$ cat config.mk
export PLATFORM = sky130hd
export DESIGN_NAME = tree_leaves_level_order_top
export DESIGN_NICKNAME = d
export VERILOG_FILES = /design/src/rtl/tllo_pkg.sv /design/src/rtl/tllo_store.sv /design/src/rtl/tllo_queue.sv /design/src/rtl/tllo_ctrl.sv /design/src/rtl/tree_leaves_level_order_top.sv
export SDC_FILE = /design/constraint.sdc
export NUM_CORES = 1
export LEC_CHECK = 0
export ABC_AREA = 1
export BUFFER_PORTS_ARGS = -buffer_cell sky130_fd_sc_hd__buf_4
export CELL_PAD_IN_SITES_DETAIL_PLACEMENT = 0
export CELL_PAD_IN_SITES_GLOBAL_PLACEMENT = 1
export CORE_MARGIN = 5
export CORE_UTILIZATION = 45
export CTS_CLUSTER_SIZE = 24
export DETAILED_ROUTE_END_ITERATION = 8
export GPL_ROUTABILITY_DRIVEN = 1
export PLACE_DENSITY = 0.7
export SYNTH_ARGS = -nofsm -noshare
export SYNTH_HDL_FRONTEND = slang
export SYNTH_SLANG_ARGS = --single-unit
$ cat constraint.sdc
create_clock -name clk -period 7.4 [get_ports clk]
set_input_delay 1.48 -clock clk [delete_from_list [all_inputs] [get_ports clk]]
set_output_delay 1.48 -clock clk [all_outputs]
set_load 0.03 [all_outputs]
$ cat src/rtl/tllo_pkg.sv
package tllo_pkg;

    localparam int DEF_MAX_NODES = 16;
    localparam int IDX_W         = 4;
    localparam int RES_LIMIT     = 8;
    localparam int CNT_W         = $clog2(RES_LIMIT + 1);

    typedef struct packed {
        logic             present;
        logic [IDX_W-1:0] idx;
    } link_t;

    typedef enum logic [2:0] {
        ST_LOAD,
        ST_START,
        ST_POP,
        ST_NODE,
        ST_KIDS,
        ST_RIGHT,
        ST_FIN
    } state_t;

endpackage

$ cat src/rtl/tllo_store.sv
module tllo_store #(
    parameter int MAX_NODES = tllo_pkg::DEF_MAX_NODES
) (
    input  logic                         clk,
    input  logic                         wr_en,
    input  logic [$clog2(MAX_NODES)-1:0] wr_addr,
    input  tllo_pkg::link_t              wr_left,
    input  tllo_pkg::link_t              wr_right,
    input  logic                         rd_en,
    input  logic [$clog2(MAX_NODES)-1:0] rd_addr,
    output tllo_pkg::link_t              rd_left,
    output tllo_pkg::link_t              rd_right
);

    tllo_pkg::link_t left_mem [MAX_NODES];
    tllo_pkg::link_t right_mem [MAX_NODES];

    always_ff @(posedge clk)
    begin
        if (wr_en)
        begin
            left_mem[wr_addr]  <= wr_left;
            right_mem[wr_addr] <= wr_right;
        end
        if (rd_en)
        begin
            rd_left  <= left_mem[rd_addr];
            rd_right <= right_mem[rd_addr];
        end
    end

endmodule

$ cat src/rtl/tllo_queue.sv
module tllo_queue #(
    parameter int MAX_NODES = tllo_pkg::DEF_MAX_NODES
) (
    input  logic                         clk,
    input  logic                         wr_en,
    input  logic [$clog2(MAX_NODES)-1:0] wr_addr,
    input  logic [tllo_pkg::IDX_W-1:0]   wr_data,
    input  logic                         rd_en,
    input  logic [$clog2(MAX_NODES)-1:0] rd_addr,
    output logic [tllo_pkg::IDX_W-1:0]   rd_data
);

    logic [tllo_pkg::IDX_W-1:0] queue_mem [MAX_NODES];

    always_ff @(posedge clk)
    begin
        if (wr_en)
        begin
            queue_mem[wr_addr] <= wr_data;
        end
        if (rd_en)
        begin
            rd_data <= queue_mem[rd_addr];
        end
    end

endmodule

$ cat src/rtl/tllo_ctrl.sv
module tllo_ctrl #(
    parameter int MAX_NODES = tllo_pkg::DEF_MAX_NODES
) (
    input  logic                         clk,
    input  logic                         rst_n,
    input  logic                         in_valid,
    output logic                         in_ready,
    input  logic [tllo_pkg::IDX_W-1:0]   left_child,
    input  logic                         left_present,
    input  logic [tllo_pkg::IDX_W-1:0]   right_child,
    input  logic                         right_present,
    input  logic                         last_node,
    output logic                         out_valid,
    input  logic                         out_ready,
    output logic [tllo_pkg::IDX_W-1:0]   leaf_index,
    output logic                         last_leaf,
    output logic                         tree_error,
    output logic                         st_wr_en,
    output logic [$clog2(MAX_NODES)-1:0] st_wr_addr,
    output tllo_pkg::link_t              st_wr_left,
    output tllo_pkg::link_t              st_wr_right,
    output logic                         st_rd_en,
    output logic [$clog2(MAX_NODES)-1:0] st_rd_addr,
    input  tllo_pkg::link_t              st_rd_left,
    input  tllo_pkg::link_t              st_rd_right,
    output logic                         q_wr_en,
    output logic [$clog2(MAX_NODES)-1:0] q_wr_addr,
    output logic [tllo_pkg::IDX_W-1:0]   q_wr_data,
    output logic                         q_rd_en,
    output logic [$clog2(MAX_NODES)-1:0] q_rd_addr,
    input  logic [tllo_pkg::IDX_W-1:0]   q_rd_data
);

    localparam int IW   = tllo_pkg::IDX_W;
    localparam int NW   = $clog2(MAX_NODES);
    localparam int CW   = $clog2(MAX_NODES + 1);
    localparam int CMPW = (CW > IW) ? CW : IW;
    localparam int MK   = (MAX_NODES < 16) ? MAX_NODES : 16;
    localparam int KW   = tllo_pkg::CNT_W;

    tllo_pkg::state_t state_reg, state_next;

    logic [CW-1:0] node_count_reg, node_count_next;
    logic          too_many_reg, too_many_next;
    logic          any_child_reg, any_child_next;
    logic [IW-1:0] max_child_reg, max_child_next;
    logic [MK-1:0] marks_reg, marks_next;
    logic [NW-1:0] head_reg, head_next;
    logic [NW-1:0] tail_reg, tail_next;
    logic [CW-1:0] visits_reg, visits_next;
    logic [KW-1:0] count_reg, count_next;
    logic          pend_valid_reg, pend_valid_next;
    logic [IW-1:0] pend_idx_reg, pend_idx_next;
    logic          out_valid_reg, out_valid_next;
    logic [IW-1:0] leaf_index_reg, leaf_index_next;
    logic          last_leaf_reg, last_leaf_next;
    logic          tree_error_reg, tree_error_next;

    logic          in_fire;
    logic          out_free;
    logic          root_found;
    logic [IW-1:0] root_idx;
    logic          check_err;
    logic          walk_go;
    logic          x_ok;
    logic          is_leaf;
    logic          kids_stall;
    logic [NW-1:0] head_inc;
    logic [NW-1:0] tail_inc;
    logic          enq_ok;

    function automatic logic [NW-1:0] ptr_inc(input logic [NW-1:0] p);
        return (p == NW'(MAX_NODES - 1)) ? '0 : p + NW'(1);
    endfunction

    assign in_ready   = (state_reg == tllo_pkg::ST_LOAD);
    assign in_fire    = in_valid && in_ready;
    assign out_free   = !out_valid_reg || out_ready;
    assign out_valid  = out_valid_reg;
    assign leaf_index = leaf_index_reg;
    assign last_leaf  = last_leaf_reg;
    assign tree_error = tree_error_reg;

    assign head_inc   = ptr_inc(head_reg);
    assign tail_inc   = ptr_inc(tail_reg);
    assign enq_ok     = (tail_inc != head_reg);
    assign walk_go    = (head_reg != tail_reg) && (visits_reg < node_count_reg)
                        && (count_reg < KW'(tllo_pkg::RES_LIMIT));
    assign x_ok       = (CMPW'(q_rd_data) < CMPW'(node_count_reg));
    assign is_leaf    = !st_rd_left.present && !st_rd_right.present;
    assign kids_stall = is_leaf && pend_valid_reg && !out_free;

    // lowest unmarked node; nodes past the mark range can never be children
    always_comb
    begin
        root_found = 1'b0;
        root_idx   = '0;
        for (int i = MK - 1; i >= 0; i--)
        begin
            if (!marks_reg[i] && (CMPW'(i) < CMPW'(node_count_reg)))
            begin
                root_found = 1'b1;
                root_idx   = IW'(i);
            end
        end
        if (!root_found && (CMPW'(MK) < CMPW'(node_count_reg)))
        begin
            root_found = 1'b1;
            root_idx   = IW'(MK);
        end
    end

    assign check_err = too_many_reg || !root_found
                       || (any_child_reg && (CMPW'(max_child_reg) >= CMPW'(node_count_reg)));

    always_comb
    begin
        state_next = state_reg;
        case (state_reg)
            tllo_pkg::ST_LOAD:
            begin
                if (in_fire && last_node)
                begin
                    state_next = tllo_pkg::ST_START;
                end
            end
            tllo_pkg::ST_START:
            begin
                state_next = check_err ? tllo_pkg::ST_FIN : tllo_pkg::ST_POP;
            end
            tllo_pkg::ST_POP:
            begin
                state_next = walk_go ? tllo_pkg::ST_NODE : tllo_pkg::ST_FIN;
            end
            tllo_pkg::ST_NODE:
            begin
                state_next = x_ok ? tllo_pkg::ST_KIDS : tllo_pkg::ST_POP;
            end
            tllo_pkg::ST_KIDS:
            begin
                if (!kids_stall)
                begin
                    state_next = st_rd_right.present ? tllo_pkg::ST_RIGHT : tllo_pkg::ST_POP;
                end
            end
            tllo_pkg::ST_RIGHT:
            begin
                state_next = tllo_pkg::ST_POP;
            end
            tllo_pkg::ST_FIN:
            begin
                if (out_free)
                begin
                    state_next = tllo_pkg::ST_LOAD;
                end
            end
            default:
            begin
                state_next = tllo_pkg::ST_LOAD;
            end
        endcase
    end

    always_comb
    begin
        node_count_next = node_count_reg;
        too_many_next   = too_many_reg;
        any_child_next  = any_child_reg;
        max_child_next  = max_child_reg;
        marks_next      = marks_reg;
        head_next       = head_reg;
        tail_next       = tail_reg;
        visits_next     = visits_reg;
        count_next      = count_reg;
        pend_valid_next = pend_valid_reg;
        pend_idx_next   = pend_idx_reg;
        out_valid_next  = out_valid_reg && !out_ready;
        leaf_index_next = leaf_index_reg;
        last_leaf_next  = last_leaf_reg;
        tree_error_next = tree_error_reg;

        st_wr_en    = 1'b0;
        st_wr_addr  = NW'(node_count_reg);
        st_wr_left  = '{present: left_present, idx: left_child};
        st_wr_right = '{present: right_present, idx: right_child};
        st_rd_en    = 1'b0;
        st_rd_addr  = NW'(q_rd_data);
        q_wr_en     = 1'b0;
        q_wr_addr   = tail_inc;
        q_wr_data   = st_rd_left.idx;
        q_rd_en     = 1'b0;
        q_rd_addr   = head_inc;

        case (state_reg)
            tllo_pkg::ST_LOAD:
            begin
                if (in_fire)
                begin
                    if (node_count_reg < CW'(MAX_NODES))
                    begin
                        st_wr_en        = 1'b1;
                        node_count_next = node_count_reg + CW'(1);
                        for (int i = 0; i < MK; i++)
                        begin
                            if ((left_present && (left_child == IW'(i)))
                                || (right_present && (right_child == IW'(i))))
                            begin
                                marks_next[i] = 1'b1;
                            end
                        end
                        if (left_present && (!any_child_next || left_child > max_child_next))
                        begin
                            max_child_next = left_child;
                            any_child_next = 1'b1;
                        end
                        if (right_present
                            && (!any_child_next || right_child > max_child_next))
                        begin
                            max_child_next = right_child;
                            any_child_next = 1'b1;
                        end
                    end
                    else
                    begin
                        too_many_next = 1'b1;
                    end
                end
            end
            tllo_pkg::ST_START:
            begin
                head_next       = '0;
                tail_next       = '0;
                visits_next     = '0;
                count_next      = '0;
                pend_valid_next = 1'b0;
                if (!check_err)
                begin
                    q_wr_en   = 1'b1;
                    q_wr_addr = NW'(1);
                    q_wr_data = root_idx;
                    tail_next = NW'(1);
                end
            end
            tllo_pkg::ST_POP:
            begin
                if (walk_go)
                begin
                    q_rd_en     = 1'b1;
                    head_next   = head_inc;
                    visits_next = visits_reg + CW'(1);
                end
            end
            tllo_pkg::ST_NODE:
            begin
                st_rd_en = x_ok;
            end
            tllo_pkg::ST_KIDS:
            begin
                if (!kids_stall)
                begin
                    if (st_rd_left.present && enq_ok)
                    begin
                        q_wr_en   = 1'b1;
                        tail_next = tail_inc;
                    end
                    if (is_leaf)
                    begin
                        if (pend_valid_reg)
                        begin
                            out_valid_next  = 1'b1;
                            leaf_index_next = pend_idx_reg;
                            last_leaf_next  = 1'b0;
                            tree_error_next = 1'b0;
                        end
                        pend_valid_next = 1'b1;
                        pend_idx_next   = q_rd_data;
                        count_next      = count_reg + KW'(1);
                    end
                end
            end
            tllo_pkg::ST_RIGHT:
            begin
                q_wr_data = st_rd_right.idx;
                if (enq_ok)
                begin
                    q_wr_en   = 1'b1;
                    tail_next = tail_inc;
                end
            end
            tllo_pkg::ST_FIN:
            begin
                if (out_free)
                begin
                    out_valid_next  = 1'b1;
                    last_leaf_next  = 1'b1;
                    leaf_index_next = pend_valid_reg ? pend_idx_reg : '0;
                    tree_error_next = !pend_valid_reg;
                    pend_valid_next = 1'b0;
                    node_count_next = '0;
                    too_many_next   = 1'b0;
                    any_child_next  = 1'b0;
                    max_child_next  = '0;
                    marks_next      = '0;
                end
            end
            default:
            begin
            end
        endcase
    end

    always_ff @(posedge clk or negedge rst_n)
    begin
        if (!rst_n)
        begin
            state_reg      <= tllo_pkg::ST_LOAD;
            node_count_reg <= '0;
            too_many_reg   <= 1'b0;
            any_child_reg  <= 1'b0;
            marks_reg      <= '0;
            head_reg       <= '0;
            tail_reg       <= '0;
            visits_reg     <= '0;
            count_reg      <= '0;
            pend_valid_reg <= 1'b0;
            out_valid_reg  <= 1'b0;
        end
        else
        begin
            state_reg      <= state_next;
            node_count_reg <= node_count_next;
            too_many_reg   <= too_many_next;
            any_child_reg  <= any_child_next;
            marks_reg      <= marks_next;
            head_reg       <= head_next;
            tail_reg       <= tail_next;
            visits_reg     <= visits_next;
            count_reg      <= count_next;
            pend_valid_reg <= pend_valid_next;
            out_valid_reg  <= out_valid_next;
        end
    end

    always_ff @(posedge clk)
    begin
        max_child_reg  <= max_child_next;
        pend_idx_reg   <= pend_idx_next;
        leaf_index_reg <= leaf_index_next;
        last_leaf_reg  <= last_leaf_next;
        tree_error_reg <= tree_error_next;
    end

endmodule

$ cat src/rtl/tree_leaves_level_order_top.sv
// Level-order leaf lister. Nodes of a binary tree arrive one per beat, numbered in arrival
// order, and are taken at one per cycle into a node store. The beat flagged last_node ends
// loading; the block then drops in_ready, checks the tree (root, child range, node overflow)
// and walks it breadth-first through a queue memory. Each dequeue steps through a queue read,
// a node store read and the enqueue of the left child, plus an enqueue of the right child
// when the node also has one; both memories have registered reads. A dequeued index at or
// above the node count skips the node store read. The walk ends after at most MAX_NODES
// dequeues or eight leaves; the pop state finds it done and the final state delivers the last
// result. Leaves are delivered one beat each with last_leaf on the final one; a rejected tree
// or a walk with no leaf gives one beat with tree_error set. A slow consumer stalls the walk
// when the output register and the one-deep pending leaf are both full.
module tree_leaves_level_order_top #(
    parameter int MAX_NODES = tllo_pkg::DEF_MAX_NODES
) (
    input  logic                       clk,
    input  logic                       rst_n,
    input  logic                       in_valid,
    output logic                       in_ready,
    input  logic [tllo_pkg::IDX_W-1:0] left_child,
    input  logic                       left_present,
    input  logic [tllo_pkg::IDX_W-1:0] right_child,
    input  logic                       right_present,
    input  logic                       last_node,
    output logic                       out_valid,
    input  logic                       out_ready,
    output logic [tllo_pkg::IDX_W-1:0] leaf_index,
    output logic                       last_leaf,
    output logic                       tree_error
);

    localparam int NW = $clog2(MAX_NODES);

    logic                       st_wr_en;
    logic [NW-1:0]              st_wr_addr;
    tllo_pkg::link_t            st_wr_left;
    tllo_pkg::link_t            st_wr_right;
    logic                       st_rd_en;
    logic [NW-1:0]              st_rd_addr;
    tllo_pkg::link_t            st_rd_left;
    tllo_pkg::link_t            st_rd_right;
    logic                       q_wr_en;
    logic [NW-1:0]              q_wr_addr;
    logic [tllo_pkg::IDX_W-1:0] q_wr_data;
    logic                       q_rd_en;
    logic [NW-1:0]              q_rd_addr;
    logic [tllo_pkg::IDX_W-1:0] q_rd_data;

    tllo_store #(
        .MAX_NODES (MAX_NODES)
    ) u_store (
        .clk      (clk),
        .wr_en    (st_wr_en),
        .wr_addr  (st_wr_addr),
        .wr_left  (st_wr_left),
        .wr_right (st_wr_right),
        .rd_en    (st_rd_en),
        .rd_addr  (st_rd_addr),
        .rd_left  (st_rd_left),
        .rd_right (st_rd_right)
    );

    tllo_queue #(
        .MAX_NODES (MAX_NODES)
    ) u_queue (
        .clk     (clk),
        .wr_en   (q_wr_en),
        .wr_addr (q_wr_addr),
        .wr_data (q_wr_data),
        .rd_en   (q_rd_en),
        .rd_addr (q_rd_addr),
        .rd_data (q_rd_data)
    );

    tllo_ctrl #(
        .MAX_NODES (MAX_NODES)
    ) u_ctrl (
        .clk           (clk),
        .rst_n         (rst_n),
        .in_valid      (in_valid),
        .in_ready      (in_ready),
        .left_child    (left_child),
        .left_present  (left_present),
        .right_child   (right_child),
        .right_present (right_present),
        .last_node     (last_node),
        .out_valid     (out_valid),
        .out_ready     (out_ready),
        .leaf_index    (leaf_index),
        .last_leaf     (last_leaf),
        .tree_error    (tree_error),
        .st_wr_en      (st_wr_en),
        .st_wr_addr    (st_wr_addr),
        .st_wr_left    (st_wr_left),
        .st_wr_right   (st_wr_right),
        .st_rd_en      (st_rd_en),
        .st_rd_addr    (st_rd_addr),
        .st_rd_left    (st_rd_left),
        .st_rd_right   (st_rd_right),
        .q_wr_en       (q_wr_en),
        .q_wr_addr     (q_wr_addr),
        .q_wr_data     (q_wr_data),
        .q_rd_en       (q_rd_en),
        .q_rd_addr     (q_rd_addr),
        .q_rd_data     (q_rd_data)
    );

endmodule

==> impl_metrics.toml, run 1 <==
[die]
start_util = 0.4577
dieArea_sq_um = 33800
core-area_sq_um = 29720
fp-row-count = 63
die_h_um = 183.9
die_x_um = 183.9
ioPinCount = 23

[timing]
timing.final.crit_share = 0.5105
fin_skew_ns = 0.007664
slew_violations = 0
setup_tns_ns = 0
fin_crit_ns = 3.778
worst_pin_slew_ns = 1.144
setup_violations = 0
fmax_mhz = 264.7
rsz0062_at_grt = "false"
slew_headroom = 0.2342
hold_viol_final = 0

[yosys]
synth-edff-count = 252
ys.flop_type = "edfxtp_1"
syn_avg_cell_area_sq_um = 11.06
synth_cell_type_count = 50
syn_area_sq_um = 13600
syn_nets = 1272
ys_seq_area_frac = 0.6391
synth_cells = 1230
ys.warnings.count = 0
ys_async_sr_fraction = 0.1515
ys_ff_latch = 297

[global_route]
gr-total-overflow = 0
gr-usage-all-layers = 0.1959
grt_pass1_wl_um = 52140
grt_pass1_vias = 8975
antenna_found_initial = 0
grt_max_degree = 83

[power]
p_sw_frac = 0.3643
power_frac_seq = 0.402
power.share.combinational = 0.324
power.internal_mw = 3.515
p_leak_nw = 5.636
vdd_ir_drop_max_mv = 0.2066
pwr-share-clk = 0.273
cellPowerDensity_nw_per_um2 = 364.7
switching_power_mw = 2.014

[cts]
cts_tree = "done"
h-tree-depth = 1
root_buffer = "clkbuf_16"
cts_buffer_depth = 3
clk_pin_slew_ns = 0.06
cts.sinks = 297
cts_setup_buffers = 0
cts_buffers = 31
ctsResizeCount = 0
insertion_delay_ns = 0.55
hold_buffers = 0

[drt]
ant_nets = 0
wire_per_inst_um = 19.71
drt-total-wl_um = 32880
drt_iter0_drc = 684
firstDrtPassIters = 6
vias = 9208
via_per_inst = 5.520
drc = 0

[cells_and_area]
syn_to_final_growth_pct = 11.45
n_antenna_cell = 0
design_area_sq_um = 15160
fill_cells = 2631
layout.nets = 1296
layout-drive-gt1-share = 0.1002
largestRegisters = "u_store.left_mem (80), u_store.right_mem (80), u_queue.queue_mem (64)"
stdcell_count = 1668

[place]
placed_area_sq_um = 14170
placed_cells = 1611
portBuffers = 22
dpl.hpwl_um = 21390
gp_congestion = 0.8019

[setup_path]
endpoint_kind = "register"
worst-setup-path-type = "in2reg"
crit_arrival_ns = 4.08
r2r_start = "u_ctrl.node_count_reg[2]"
cp-startpoint = "left_child[0]"
cp_max_fo = 20
critPathRequiredTime_ns = 7.70
critPathLaunchType = "input port"

[job]
max_cap_viol_count = 0

[run_status]
status = "completed"

[min_path]
hold_path.class = "reg2reg"
worstHoldStart = "u_ctrl.marks_reg[13]"
-- layout make-up --
cell class | count | area [sq um] | share of cell area
Timing Repair Buffer | 40 | 300.3 | 0.01981
Clock buffer | 36 | 794.5 | 0.05241
Multi-Input combinational cell | 779 | 4294 | 0.2833
Sequential cell | 297 | 8693 | 0.5735
Inverter | 105 | 396.6 | 0.02616
Clock inverter | 21 | 192.7 | 0.01271
Tap cell | 390 | 488.0 | 0.03219
-- cell usage in the layout (no fill, tap or decap), types with 7 or more instances in the layout --
cell       netlist  routed
edfxtp_1       252     252
nor2_1         186     186
nand2_1        154     154
o21ai_0        108     108
inv_1           92      92
nand3_1         79      79
dfrtp_1         45      45
o221ai_1        40      40
buf_4            1      40
a21oi_1         32      32
clkbuf_16        0      31
mux2i_1         27      27
ha_1            27      27
o211ai_1        18      18
nor3_1          12      12
o32ai_1         11      11
inv_2            9       9
o22ai_1          9       9
nand4_1          9       9
clkinv_1         3       8
a22oi_1          8       8
xnor2_1          8       8
nand2_2          7       7
-- Yosys cell counts (2+ instances only) --
master,count,area share
xnor2_1,8,0.0052
o32ai_1,11,0.0071
nor2_1,186,0.051
o211ai_1,18,0.0099
inv_2,9,0.0025
dfrtp_1,45,0.083
o21ai_2,2,0.0013
o22ai_1,9,0.0041
nor3_1,12,0.0044
ha_1,27,0.025
clkinv_1,3,0.00083
buf_1,2,0.00055
xor2_1,5,0.0032
nand2_1,154,0.042
buf_6,3,0.0025
mux2i_1,27,0.020
nand4_1,9,0.0041
nand3_2,3,0.0022
a31oi_1,3,0.0014
or2_2,2,0.00092
nor2_4,4,0.0033
a21oi_1,32,0.012
o21ai_0,108,0.040
clkbuf_1,37,0.010
a21oi_2,3,0.0019
a22oi_1,8,0.0044
nor2_2,5,0.0023
nand3_1,79,0.029
buf_2,6,0.0022
nand2_2,7,0.0032
inv_1,92,0.025
o221ai_1,40,0.026
edfxtp_1,252,0.56
o2111ai_1,2,0.0013
a22o_1,2,0.0013
-- final timing paths --
kind	endpoint	slack, ns	cells past startpoint
hold reg to reg	u_ctrl.marks_reg[13]	0.52	2
setup reg to reg	u_queue.queue_mem[15][0]	4.24	10
max in group asynchronous	u_ctrl.marks_reg[4]	6.04	1
setup / recovery	u_ctrl.max_child_reg[3]	3.62	19
hold / removal	u_ctrl.marks_reg[13]	0.52	2
min in group asynchronous	u_ctrl.count_reg[1]	0.94	1
-- worst max-delay path, stage by stage --
cell and delay, ns:
buf_4 0.20, inv_1 0.12, ha_1 0.22, inv_1 0.05, a21oi_1 0.05, o21ai_0 0.12, o21ai_0 0.10, nand2_1 0.07
nand2_1 0.14, o21ai_0 0.29, ha_1 0.29, a21oi_1 0.15, nor2_1 0.05, o32ai_1 0.24, nand2_1 0.08, nand2_1 0.19
nand2_1 0.08, o211ai_1 0.09, inv_1 0.05
-- kinds of logic (layout without fill, tap and decap cells) --
kind of cell,count (synthesis),after routing,synth area share
multiplexers,28,28,0.02070
adder cells (fa/ha/maj),27,27,0.02484
AO/OA/AOI/OAI,244,244,0.1133
XOR/XNOR,13,13,0.008371
AND/OR/NAND/NOR,467,467,0.1485
flip-flops,297,297,0.6391
buffers and inverters,154,202,0.04517
-- layer usage --
metal | GRT usage | routed length (um) | vias up
met5 | 0 | 0 | -
met4 | 0.04614 | 711 | 0
met3 | 0.01959 | 1261 | 43
met2 | 0.3266 | 16030 | 193
met1 | 0.2796 | 14870 | 4508
li1 | - | - | 4464
-- stage by stage --
step / utilization / hold slack (ns) / power, mW / worst slack, ns
2_1_floorplan: - / 0.4244 / 3.538 / 3.670
3_3_place_gp: 0.4769 / 0.5128 / 4.055 / 3.157
3_5_place_dp: 0.4769 / 0.5144 / 4.071 / 3.087
4_1_cts: 0.5101 / 0.5250 / 5.586 / 3.674
5_1_grt: 0.5101 / 0.5528 / 5.905 / 3.275
6_report: 0.5101 / 0.5231 / 5.529 / 3.622
-- power by group through the flow --
stage | Sequential, mW | Combinational [mW] | Clock [mW]
floorplan | 2.24 | 1.30 | 0
detailed placement | 2.26 | 1.81 | 0
finish | 2.23 | 1.79 | 1.51
global placement | 2.25 | 1.80 | 0
global route | 2.25 | 2.04 | 1.61
CTS | 2.23 | 1.82 | 1.54
No activity file was read; power rests on OpenSTA's default activity.
==> run 2, diff against run 1 <==
PLACE_DENSITY = 0.72   (was 0.7)
clock period = 3.4 ns   (was 7.4 ns; I/O delays follow)
==> run 2 against run 1 <==
Core utilization increased by 0.94 points. Highest routed layer unchanged. Routed wire length decreased by 0.54%. Global-route usage fell by 0.30 points. First-iteration DRC count increased by 2.0%. Setup slack lost 3.2 ns. Register-to-register slack got worse by 3.8 ns. Final area up 1.8%.
==> impl_metrics.toml, run 2 (synthesized netlist as in run 1, its figures left out) <==
[cts]
cts_buffer_depth = 3
h-tree-depth = 2
ctsResizeCount = 0
cts_buffers = 34
cts.sinks = 297
hold_buffers = 0
root_buffer = "clkbuf_16"
cts_setup_buffers = 0
insertion_delay_ns = 0.51
clk_pin_slew_ns = 0.06
cts_tree = "done"

[min_path]
hold_path.class = "in2async"

[cells_and_area]
final_cell_mix = "edfxtp_1, nor2_1, nand2_1, o21ai_0, inv_1"
layout-drive-gt1-share = 0.1170
syn_to_final_growth_pct = 13.50
final_common_cell = "edfxtp_1"
stdcell_count = 1689
fin_util = 0.5195
fill_cells = 2627
layout.nets = 1318
n_antenna_cell = 0
largestRegisters = "u_store.left_mem (80), u_store.right_mem (80), u_queue.queue_mem (64)"

[place]
dpl.hpwl_um = 21230
placed_cells = 1630
gp_congestion = 0.8102
portBuffers = 22

[global_route]
gr-total-overflow = 0
grt_pass1_vias = 9016
antenna_found_initial = 0
gr-usage-all-layers = 0.1929
grt_pass1_wl_um = 51120
grt_max_degree = 82

[setup_path]
endpoint_kind = "register"
cp_max_fo = 9
crit_arrival_ns = 3.15
critPathLaunchType = "register"
worst-setup-path-type = "reg2reg"
critPathRequiredTime_ns = 3.56

[timing]
fin_skew_ns = 0.01467
worst_pin_slew_ns = 1.070
fmax_mhz = 334.9
rsz0062_at_grt = "false"
setup_tns_ns = 0
hold_viol_final = 0
setup_violations = 0
timing.final.crit_share = 0.8784
fin_crit_ns = 2.986
slew_headroom = 0.2854
slew_violations = 0

[drt]
via_per_inst = 5.492
drt_iter0_drc = 698
drt-total-wl_um = 32700
firstDrtPassIters = 5
ant_nets = 0
wire_per_inst_um = 19.36
drc = 0
vias = 9276

[power]
cellPowerDensity_nw_per_um2 = 810.6
vdd_ir_drop_max_mv = 0.4406
p_leak_nw = 5.820

[die]
die_x_um = 183.9
ioPinCount = 23
start_util = 0.4577
core-area_sq_um = 29720
die_h_um = 183.9
dieArea_sq_um = 33800
fp-row-count = 63

[job]
max_cap_viol_count = 0

[run_status]
status = "completed"
-- run 2: metrics by stage --
stage	cell area, sq um	hold slack, ns	total power [mW]	setup WS, ns
after CTS	15440	0.2054	12.62	0.4293
final	15440	0.1862	12.51	0.4136
after global routing	15440	0.2279	13.29	0.05670
after global placement	14330	0.5074	8.928	0.1308
after detailed placement	14330	0.5081	8.973	0.05938
after floorplan	13600	0.3844	7.700	0.4696
-- run 2: report_power, final --
| group | switching, mW | total [mW] | leakage (nW) | internal [mW] |
|---|---|---|---|---|
| Clock | 1.44 | 3.64 | 0.551 | 2.20 |
| Combinational | 2.78 | 4.05 | 2.44 | 1.27 |
| Sequential | 0.268 | 4.82 | 2.83 | 4.56 |
| Total | 4.50 | 12.5 | 5.82 | 8.02 |
-- run 2: metal layers --
layer	up-vias	wire length (um)	track usage
met5	-	0	0
met4	0	599	0.04555
met1	4528	14470	0.2627
met3	40	1412	0.02790
met2	210	16220	0.3293
li1	4498	-	-
-- run 2: worst paths after layout --
path	slack, ns	end	depth (start not counted)	startpoint
setup / recovery	0.41	u_queue.queue_mem[13][3]	10	u_ctrl.node_count_reg[1]
hold / removal	0.19	u_ctrl.head_reg[3]	1	rst_n
setup reg to reg	0.41	u_queue.queue_mem[13][3]	10	u_ctrl.node_count_reg[1]
hold reg to reg	0.51	u_ctrl.marks_reg[13]	2	u_ctrl.marks_reg[13]
max in group asynchronous	2.77	u_ctrl.marks_reg[5]	1	rst_n
min in group clk	0.51	u_ctrl.marks_reg[13]	2	u_ctrl.marks_reg[13]
-- run 2: area by class of cell --
| class | instances | area [sq um] | share of cell area |
|---|---|---|---|
| Multi-Input combinational cell | 779 | 4294 | 0.2781 |
| Timing Repair Buffer | 59 | 455.4 | 0.02950 |
| Clock buffer | 41 | 897.1 | 0.05811 |
| Tap cell | 390 | 488.0 | 0.03161 |
| Inverter | 105 | 396.6 | 0.02569 |
| Sequential cell | 297 | 8693 | 0.5631 |
| Clock inverter | 18 | 214.0 | 0.01386 |
-- run 2: worst max-delay path, cell delays in order, from the launching register on --
cell	delay [ns]
dfrtp_1	0.55
inv_1	0.25
ha_1	0.26
a21o_1	0.15
a22oi_1	0.13
nand3_1	0.10
a21oi_2	0.30
nand3_4	0.20
o21ai_0	0.12
nand2_1	0.19
nor2_1	0.38
==> run 3, diff against run 2 <==
CTS_BUF_LIST = sky130_fd_sc_hd__clkbuf_4 sky130_fd_sc_hd__clkbuf_8   (was default)
==> run 3 against run 2 <==
Global-route usage barely moved. Via count increased by 0.41%. First-iteration DRC count up 12%. Flip-flop and latch count unchanged. Sequential power barely moved. Highest routed layer unchanged. Die area unchanged. Clock power is 14% lower. Core utilization fell by 0.41 points. Final area fell by 0.79%. Clock skew increased by 0.018 ns. Clock-buffer cell count grew 36.
==> impl_metrics.toml, run 3 (synthesized netlist as in run 1, its figures left out) <==
[die]
die_h_um = 183.9
dieArea_sq_um = 33800
fp-row-count = 63
start_util = 0.4577
die_x_um = 183.9
ioPinCount = 23
core-area_sq_um = 29720

[place]
dpl.hpwl_um = 21230
gp_congestion = 0.8102
portBuffers = 22
placed_area_sq_um = 14330

[cts]
cts_tree = "done"
cts.sinks = 297
insertion_delay_ns = 0.56
clk_pin_slew_ns = 0.06
h-tree-depth = 2
cts_buffers = 49
hold_buffers = 0
root_buffer = "clkbuf_8"
ctsResizeCount = 0
cts_setup_buffers = 0
cts_buffer_depth = 3

[cells_and_area]
layout-drive-gt1-share = 0.1363
design_area_sq_um = 15320
final_common_cell = "edfxtp_1"
final_cell_mix = "edfxtp_1, nor2_1, nand2_1, o21ai_0, inv_1"
largestRegisters = "u_store.left_mem (80), u_store.right_mem (80), u_queue.queue_mem (64)"
layout.nets = 1333
syn_to_final_growth_pct = 12.60
n_antenna_cell = 0

[drt]
drt_iter0_drc = 780
wire_per_inst_um = 19.12
drc = 0
ant_nets = 0
firstDrtPassIters = 5
vias = 9314
drt-total-wl_um = 32850
via_per_inst = 5.421

[setup_path]
cp_max_fo = 8
cp_slowest_stage_delay_ns = 0.36
r2r_start = "u_ctrl.max_child_reg[3]"
crit_chain = "inv_1 > ha_1 > nand2_1 > o21ai_0 > o21ai_0 > nand2_1 > nand2_1 > o21ai_0 > ha_1 > a21oi_1 > nor2_1 > o32ai_1 > nand2_1 > nand2_1 > nand2_1 > o211ai_1 > inv_1"
r2r_slack_ns = 0.40
critPathLaunchType = "register"
worst-setup-path-type = "reg2reg"
endpoint_kind = "register"
critPathRequiredTime_ns = 3.70
slowest_stage = "edfxtp_1"
crit_arrival_ns = 3.29
cp-startpoint = "u_ctrl.max_child_reg[3]"
critPathMostFrequentCell = "nand2_1"

[power]
p_leak_nw = 5.794
cellPowerDensity_nw_per_um2 = 784.0
vdd_ir_drop_max_mv = 0.3069

[timing]
setup_violations = 0
setup_tns_ns = 0
fin_crit_ns = 2.995
worst_pin_slew_ns = 1.089
slew_headroom = 0.2730
fin_skew_ns = 0.03289
rsz0062_at_grt = "false"
fmax_mhz = 333.9
timing.final.crit_share = 0.8809
hold_viol_final = 0
slew_violations = 0

[global_route]
grt_pass1_wl_um = 51440
gr-usage-all-layers = 0.1933
grt_max_degree = 82
gr-total-overflow = 0
antenna_found_initial = 0
grt_pass1_vias = 9211

[job]
max_cap_viol_count = 0

[min_path]
hold_path.class = "in2async"

[run_status]
status = "completed"
-- run 3: final timing paths --
| check | depth (start not counted) | to |
|---|---|---|
| setup / recovery | 17 | u_ctrl.max_child_reg[3] |
| hold / removal | 1 | u_ctrl.head_reg[3] |
| setup reg to reg | 17 | u_ctrl.max_child_reg[3] |
| hold reg to reg | 2 | u_ctrl.marks_reg[13] |
| max in group asynchronous | 1 | u_ctrl.marks_reg[6] |
| min in group clk | 2 | u_ctrl.marks_reg[13] |
-- run 3: final cells by class --
cell class	count	area (sq um)
fillers	2654	14400
flip-flops and latches	297	8693
multi-input cells	779	4294
clock buffers	77	903.4
well taps	390	488.0
repair buffers	59	455.4
inverters	105	396.6
clock inverters	11	85.08
-- run 3: power breakdown --
part / switching, mW / leakage, nW / internal (mW) / total (mW)
Combinational: 2.79 / 2.44 / 1.27 / 4.06
Clock: 1.37 / 0.525 / 1.76 / 3.13
Sequential: 0.269 / 2.83 / 4.56 / 4.83
Total: 4.42 / 5.79 / 7.58 / 12.0
-- run 3: layer usage --
layer  track usage  share of wire  vias to the layer above
met5             0              0                        -
met4       0.05353          0.024                        0
met3       0.02790          0.041                       55
met2        0.3271           0.49                      216
met1        0.2625           0.44                     4510
li1              -              -                     4533
-- run 3: through the flow --
step                setup slack [ns]    util  power (mW)  hold WS, ns  instances
floorplan                     0.4696       -       7.700       0.3844       1230
global placement              0.1308  0.4821       8.928       0.5074       1630
detailed placement           0.05938  0.4821       8.973       0.5081       1630
CTS                           0.4292  0.5154       12.13       0.1378       1718
global route                 0.05610  0.5154       12.80       0.1510       1718
finish                        0.4048  0.5154       12.01       0.1372       1718
-- run 3: worst max-delay path, delay by kind of cell, from the launching register on --
kind	cells	cell delay, ns
compound gates	6	1.00
buf+inv	2	0.13
fa+ha+maj	2	0.59
simple gates	7	0.67
flops	1	0.36
